$ cat src/rtl/chc_pkg.sv
// shared constants, command and status types and helper functions for the colour table
package chc_pkg;

    localparam int KEY_W           = 64;
    localparam int KEY_BYTES       = 8;
    localparam int COLOR_W         = 32;
    localparam int FUNC_W          = 2;
    localparam int CHARS_W         = 4;
    // only the low hash bits are ever used so HASH_W bits suffice
    localparam int HASH_W          = 12;
    localparam int BUCKET_BITS_DEF = 8;
    localparam int MAX_ENTRIES_DEF = 256;

    localparam logic [CHARS_W-1:0] CHARS_RESET = CHARS_W'(1);
    localparam logic [CHARS_W-1:0] CHARS_MAX   = CHARS_W'(KEY_BYTES);
    localparam logic [HASH_W-1:0]  HASH_MULT   = HASH_W'(33);

    typedef enum logic [FUNC_W-1:0] {
        FUNC_CLEAR  = 2'd0,
        FUNC_INSERT = 2'd1,
        FUNC_LOOKUP = 2'd2
    } t_func;

    typedef struct packed {
        logic init_wr;
        logic accept;
        logic hash_step;
        logic clear_fill;
        logic head_rd;
        logic entry_rd_head;
        logic entry_rd_link;
        logic insert;
        logic set_hit;
        logic set_full;
        logic push;
    } t_cmd;

    typedef struct packed {
        logic              init_done;
        logic [FUNC_W-1:0] func;
        logic              hash_last;
        logic              pool_full;
        logic              entry_ok;
        logic              key_match;
        logic              link_valid;
        logic              out_free;
    } t_stat;

    // characters per key clipped to the key width
    function automatic logic [CHARS_W-1:0] key_len(input logic [CHARS_W-1:0] chars);
        return (chars > CHARS_MAX) ? CHARS_MAX : chars;
    endfunction

    function automatic logic [KEY_W-1:0] len_mask(input logic [CHARS_W-1:0] n);
        logic [KEY_W-1:0] m;
        m = '0;
        for (int i = 0; i < KEY_BYTES; i++) begin
            if (CHARS_W'(i) < n) begin
                m[8*i +: 8] = 8'hFF;
            end
        end
        return m;
    endfunction

endpackage

$ cat src/rtl/chc_ctrl.sv
// controller state machine sequencing hash, head read, chain walk and result
module chc_ctrl
    import chc_pkg::*;
(
    input  logic  i_clk,
    input  logic  i_rst_n,
    input  logic  i_in_valid,
    output logic  o_in_ready,
    input  t_stat i_stat,
    output t_cmd  o_cmd
);

    typedef enum logic [2:0] {
        S_INIT,
        S_IDLE,
        S_HASH,
        S_HEAD,
        S_ENTRY,
        S_CHECK,
        S_RESULT
    } t_state;

    t_state r_state;
    t_state n_state;

    always_ff @(posedge i_clk) begin
        if (!i_rst_n) begin
            r_state <= S_INIT;
        end else begin
            r_state <= n_state;
        end
    end

    always_comb begin
        o_cmd      = '0;
        o_in_ready = 1'b0;
        n_state    = r_state;
        unique case (r_state)
            S_INIT: begin
                o_cmd.init_wr = 1'b1;
                if (i_stat.init_done) begin
                    n_state = S_IDLE;
                end
            end
            S_IDLE: begin
                o_in_ready = 1'b1;
                if (i_in_valid) begin
                    o_cmd.accept = 1'b1;
                    n_state      = S_HASH;
                end
            end
            S_HASH: begin
                o_cmd.hash_step = 1'b1;
                if (i_stat.hash_last) begin
                    n_state = S_HEAD;
                end
            end
            S_HEAD: begin
                priority if (i_stat.func == FUNC_CLEAR) begin
                    o_cmd.clear_fill = 1'b1;
                    n_state          = S_RESULT;
                end else if (i_stat.func == FUNC_INSERT && i_stat.pool_full) begin
                    o_cmd.set_full = 1'b1;
                    n_state        = S_RESULT;
                end else if (i_stat.func == FUNC_INSERT || i_stat.func == FUNC_LOOKUP) begin
                    o_cmd.head_rd = 1'b1;
                    n_state       = S_ENTRY;
                end else begin
                    n_state = S_RESULT;
                end
            end
            S_ENTRY: begin
                o_cmd.entry_rd_head = 1'b1;
                n_state             = S_CHECK;
            end
            S_CHECK: begin
                priority if (i_stat.func == FUNC_INSERT) begin
                    o_cmd.insert = 1'b1;
                    n_state      = S_RESULT;
                end else if (!i_stat.entry_ok) begin
                    n_state = S_RESULT;
                end else if (i_stat.key_match) begin
                    o_cmd.set_hit = 1'b1;
                    n_state       = S_RESULT;
                end else if (i_stat.link_valid) begin
                    // next entry arrives next cycle, stay here
                    o_cmd.entry_rd_link = 1'b1;
                end else begin
                    n_state = S_RESULT;
                end
            end
            S_RESULT: begin
                if (i_stat.out_free) begin
                    o_cmd.push = 1'b1;
                    n_state    = S_IDLE;
                end
            end
            default: begin
                n_state = S_INIT;
            end
        endcase
    end

endmodule

$ cat config.mk
export PLATFORM = sky130hd
export DESIGN_NAME = chc_ctrl
export DESIGN_NICKNAME = d
export VERILOG_FILES = /design/src/rtl/chc_pkg.sv /design/src/rtl/chc_ctrl.sv
export SDC_FILE = /design/constraint.sdc
export NUM_CORES = 1
export LEC_CHECK = 0
export BUFFER_PORTS_ARGS = -buffer_cell sky130_fd_sc_hd__buf_4
export CORE_AREA = 2 2 39 41
export CTS_CLUSTER_DIAMETER = 100
export CTS_CLUSTER_SIZE = 12
export DETAILED_ROUTE_END_ITERATION = 6
export DIE_AREA = 0 0 41 43
export PLACE_DENSITY = 0.57
export SYNTH_ARGS = -nofsm -noshare
export SYNTH_HDL_FRONTEND = slang
export SYNTH_SLANG_ARGS = --single-unit
export TNS_END_PERCENT = 5
$ cat constraint.sdc
create_clock -name i_clk -period 1.6 [get_ports i_clk]
set_input_delay 0.08 -clock i_clk [delete_from_list [all_inputs] [get_ports i_clk]]
set_output_delay 0.08 -clock i_clk [all_outputs]
set_load 0.1 [all_outputs]
==> flow_summary.ini, run 1 <==
[yosys]
yosysSeqAreaShare = 0.176
synth_top_area_frac = 0.176
yosys-top-cells-area = dfxtp_1, nor2_1, nor3_1
yosysWarnings = 0
synth-seq-cells = 3
synth_edf_count = 0
synth_most_common_cell = nor2_1
synth_top_family_by_area = simple AND/OR/NAND/NOR gates
syn_area_um2 = 340
muxShareOfSynthArea = 0.0294
synth_nets = 59
synth_fa_ha_area_frac = 0
synth-compound-area-share = 0.206
synth_cells = 47
synth-async-reset-ratio = 0
synth_common_cells = nor2_1, inv_1, nor3_1
synthFlopType = dfxtp_1
synth_cell_types = 27
synth_area_leader_cell = dfxtp_1
synthXorXnorAreaFrac = 0
syn_avg_cell_area_um2 = 7.24
synth-simple-area-share = 0.463

[floorplan]
io_pins = 24
fp.dieW_um = 41
rows = 14
initial_utilization = 0.246
fp.dieArea_um2 = 1760
core_um2 = 1380
die_h_um = 43

[critical_path]
r2r_cells = 4
worstSetupStartpoint = r_state[1]
crit_required_ns = 1.52
worstReg2RegStart = r_state[1]
crit_path_max_fanout = 12
crit_path_end_kind = output pin
cp_data_arrival_time_ns = 1.41
critPathKind = reg2out
r2r_setup_slack_ns = 0.34
critPathCapture = o_cmd[4]
cp-start-kind = flop
timing.rr.end = r_state[0]

[cells_and_area]
regArea_um2 = 63.8
largest_register_ffs = 3
nNetsFinal = 85
multi_input_area_um2 = 270
area_delta_synth_final_pct = 71.3
top_register = r_state
reg_top3 = r_state x3
fill_cells = 142
n_antenna_cell = 0
fin_util = 0.421
drive_gt1_frac = 0.569

[cts]
clock_path_buffers = 2
clkSinkCount = 3
cts_setup_buffers = 0
cts_tree = done
htreeDepth = 1
postCtsHoldBufs = 0
clk_latency_ns = 0.23
clock_tree.root_cell = clkbuf_4
path_clk_slew_ns = 0.04
cts_buffers = 3

[sta]
hold_violations = 0
hold_slack_ns = 0.0752
max_freq_mhz = 670
rsz0062_at_grt = no
relSlewSlack = 0.815
setup_violations = 0
final_max_slew_viol_count = 0
tns_ns = 0
min_period_ns = 1.49
worst_slew_pin_slew_ns = 0.280
fin_crit_sh = 0.932
skew_ns = 0.00106
setup_slack_ns = 0.108

[global_routing]
first_global_vias = 394
antenna_found_initial = 0
met3_usage = 0.0471
grt_pass1_wl_um = 1600
use_met1 = 0.179
use_met2 = 0.188
gr-usage-all-layers = 0.131
grt_start_max_net_pins = 13
overflow = 0
grt.busiest_layer = met2

[pwr]
power_uw = 528
p_sw_uw = 267
irDropWorstVdd_mv = 0.524
p_int_uw = 261
p_clk_frac = 0.255
swShare = 0.505
p_comb_frac = 0.527
cellPowerDensity_nw_per_um2 = 906
p_leak_uw = 0.000282
seq_power_share = 0.217

[placement]
gp_congestion = 0.793
portBuffers = 23
pre_cts_slack_ns = 0.179
place_hpwl_um = 748

[detailed_routing]
drt_pass1_iterations = 5
routed_wl_um = 954
drc = 0
dr_total_vias = 406
initialDrtViolationCount = 2
routed_via_density = 4.61
antenna_left = 0
wl_per_cell_um = 10.8

[worst_hold_path]
hp-class = in2reg

[job]
maxCapViolations = 0

[outcome]
run_status = finished, final reports clean
-- worst min-delay path by stage --
stage                     cells after the start  slack (ns)     from         end
after floorplan                               1        0.20  i_rst_n  r_state[0]
after global placement                        2        0.31  i_rst_n  r_state[0]
after detailed placement                      2        0.31  i_rst_n  r_state[0]
after CTS                                     2        0.07  i_rst_n  r_state[0]
after global routing                          2        0.08  i_rst_n  r_state[0]
final                                         2        0.08  i_rst_n  r_state[0]
-- worst max-delay path, cell delays in order, from the launching register on --
cell and delay, ns:
dfxtp_2 0.38, and3b_4 0.33, nand4_2 0.13, inv_1 0.11, buf_6 0.23
-- timing repair --
| action | CTS | global route |
|---|---|---|
| cloned | 0 | 0 |
| resized for setup | 3 | 1 |
| endpoints found under the setup margin | 7 | 1 |
-- stage by stage --
step	cells	instance area (um2)
after CTS	88	582
after global placement	84	549
after detailed placement	84	549
after floorplan	47	373
final	88	583
after global routing	88	583
-- layout make-up --
type / instances / area share
clock buffer: 4 / 0.0451
inverter: 5 / 0.0322
multi-input combinational: 36 / 0.464
sequential: 3 / 0.109
tap: 16 / 0.0343
timing repair buffer: 24 / 0.315
-- layer usage --
layer,wire (um),share of wire
met5,0,0
met4,0,0
met3,68,0.071
met2,453,0.47
met1,432,0.45
-- power groups by stage --
stage	logic [uW]	clock network, uW	registers, uW
floorplan	247	0	89.3
global placement	279	0	112
detailed placement	279	0	114
CTS	279	135	115
global route	295	150	118
finish	278	135	115
-- kinds of logic after synthesis --
group | after synthesis
flip-flops | 3
buffers and inverters | 8
AO/OA/AOI/OAI | 10
multiplexers | 1
AND/OR/NAND/NOR | 25
-- layout by cell type (no fill, tap or decap), types with 2 or more instances in the layout --
master and count:
inv_1 4, nor3_2 4, nand3_1 3, a21oi_1 2
nor2_1 6, o21ai_0 2, nor3b_2 2, buf_4 23
clkbuf_4 3, o21a_1 2, dfxtp_2 3
Note: power is estimated with default switching activity, not from simulation.
==> inputs of run 2 (changes only) <==
--- a/config.mk
+++ b/config.mk
@@ -8,10 +8,10 @@
 export BUFFER_PORTS_ARGS = -buffer_cell sky130_fd_sc_hd__buf_4
 export CORE_AREA = 2 2 39 41
 export CTS_CLUSTER_DIAMETER = 100
-export CTS_CLUSTER_SIZE = 12
+export CTS_CLUSTER_SIZE = 10
 export DETAILED_ROUTE_END_ITERATION = 6
 export DIE_AREA = 0 0 41 43
-export PLACE_DENSITY = 0.57
+export PLACE_DENSITY = 0.56
 export SYNTH_ARGS = -nofsm -noshare
 export SYNTH_HDL_FRONTEND = slang
 export SYNTH_SLANG_ARGS = --single-unit
==> run 2 against run 1 <==
Against the previous run:
- die area unchanged
- fmax increased by 0.94%
- design area unchanged
- worst hold slack got worse by 0.0017 ns
- core utilization unchanged
- final cell count unchanged
- largest cell class unchanged
==> flow_summary.ini, run 2 (synthesized netlist as in run 1, its figures left out) <==
[floorplan]
die_h_um = 43
rows = 14
fp.dieArea_um2 = 1760
io_pins = 24
fp.dieW_um = 41
core_um2 = 1380
initial_utilization = 0.246

[placement]
gp_congestion = 0.796
place_hpwl_um = 746
portBuffers = 23

[sta]
rsz0062_at_grt = no
setup_violations = 0
final_max_slew_viol_count = 0
relSlewSlack = 0.815
fin_crit_sh = 0.924
hold_slack_ns = 0.0735
max_freq_mhz = 677
min_period_ns = 1.48
hold_violations = 0
tns_ns = 0
worst_slew_pin_slew_ns = 0.280
skew_ns = 0.00181

[critical_path]
cpPeakStageDelay_ns = 0.38
cp_data_arrival_time_ns = 1.40
crit_slowest_cell = dfxtp_2
cp-start-kind = flop
crit_path_max_fanout = 12
critPathKind = reg2out
worstPathCellList = and3b_4, nand3_1, nor2_1, buf_4
crit_path_end_kind = output pin
crit_required_ns = 1.52

[cts]
cts_resized = 3
cts_tree = done
cts_buffers = 3
path_clk_slew_ns = 0.03
clk_latency_ns = 0.23
clkSinkCount = 3
postCtsHoldBufs = 0
cts_setup_buffers = 0
clock_path_buffers = 2
clock_tree.root_cell = clkbuf_4
htreeDepth = 1

[pwr]
irDropWorstVdd_mv = 0.632
cellPowerDensity_nw_per_um2 = 897
p_leak_uw = 0.000282

[detailed_routing]
routed_wl_um = 915
drc = 0
wl_per_cell_um = 10.4
dr_total_vias = 412
antenna_left = 0
routed_via_density = 4.68
drt_pass1_iterations = 4
initialDrtViolationCount = 3

[cells_and_area]
nNetsFinal = 85
n_antenna_cell = 0
fill_cells = 160
mostFrequentLayoutCells = buf_4, nor2_1, nor3_2, inv_1
reg_top3 = r_state x3
multi_input_area_um2 = 270
largest_register_ffs = 3
area_delta_synth_final_pct = 71.3
top_register = r_state
final_common_cell = buf_4
drive_gt1_frac = 0.569
regArea_um2 = 63.8

[global_routing]
grt_start_max_net_pins = 13
grt_pass1_wl_um = 1440
overflow = 0
antenna_found_initial = 0
first_global_vias = 364
gr-usage-all-layers = 0.119

[outcome]
run_status = finished, final reports clean

[job]
maxCapViolations = 0

[worst_hold_path]
hp-class = in2reg
## run 2: cell counts in the layout (fill, tap and decap cells not counted)
No cell type changed its count.
## run 2: final cells by class
cell class	count	area share
Inverter	5	0.0322
Timing Repair Buffer	24	0.315
Tap cell	16	0.0343
Sequential cell	3	0.109
Multi-Input combinational cell	36	0.464
Clock buffer	4	0.0451
## run 2: path summary, 6_finish.rpt
check                  start    endpoint  slack [ns]  depth (start not counted)
setup / recovery  r_state[1]    o_cmd[2]        0.12                          4
hold / removal       i_rst_n  r_state[0]        0.07                          2
setup reg to reg  r_state[1]  r_state[0]        0.35                          4
hold reg to reg   r_state[2]  r_state[2]        0.53                          2
## run 2: report_power, final
group / switching, uW / total (uW) / leakage (uW) / internal (uW)
logic: 196 / 278 / 0.000241 / 81.5
clock network: 37.4 / 131 / 0.0000150 / 93.3
registers: 28.2 / 115 / 0.0000258 / 86.4
## run 2: through the flow
stage / instances / cell area (um2) / util / setup slack [ns] / total power (uW)
6_report: 88 / 583 / 0.421 / 0.122 / 523
5_1_grt: 88 / 583 / 0.421 / 0.0193 / 559
4_1_cts: 88 / 582 / 0.420 / 0.0934 / 532
3_5_place_dp: 84 / 549 / 0.397 / 0.163 / 393
3_3_place_gp: 84 / 549 / 0.397 / 0.170 / 392
2_1_floorplan: 47 / 373 / - / -0.481 / 336
## run 2: critical path, delay by kind of cell, from the launching register on
kind                   cells  cell delay, ns
and+or+nand+nor            3            0.49
DFF                        1            0.38
buffers and inverters      1            0.29
## run 2: per-layer routing
metal  track usage  up-vias  wire length [um]
li1              -      217                 -
met1         0.144      177               404
met2         0.172       18               432
met3        0.0681        0                78
met4        0.0400        0                 0
met5             0        -                 0
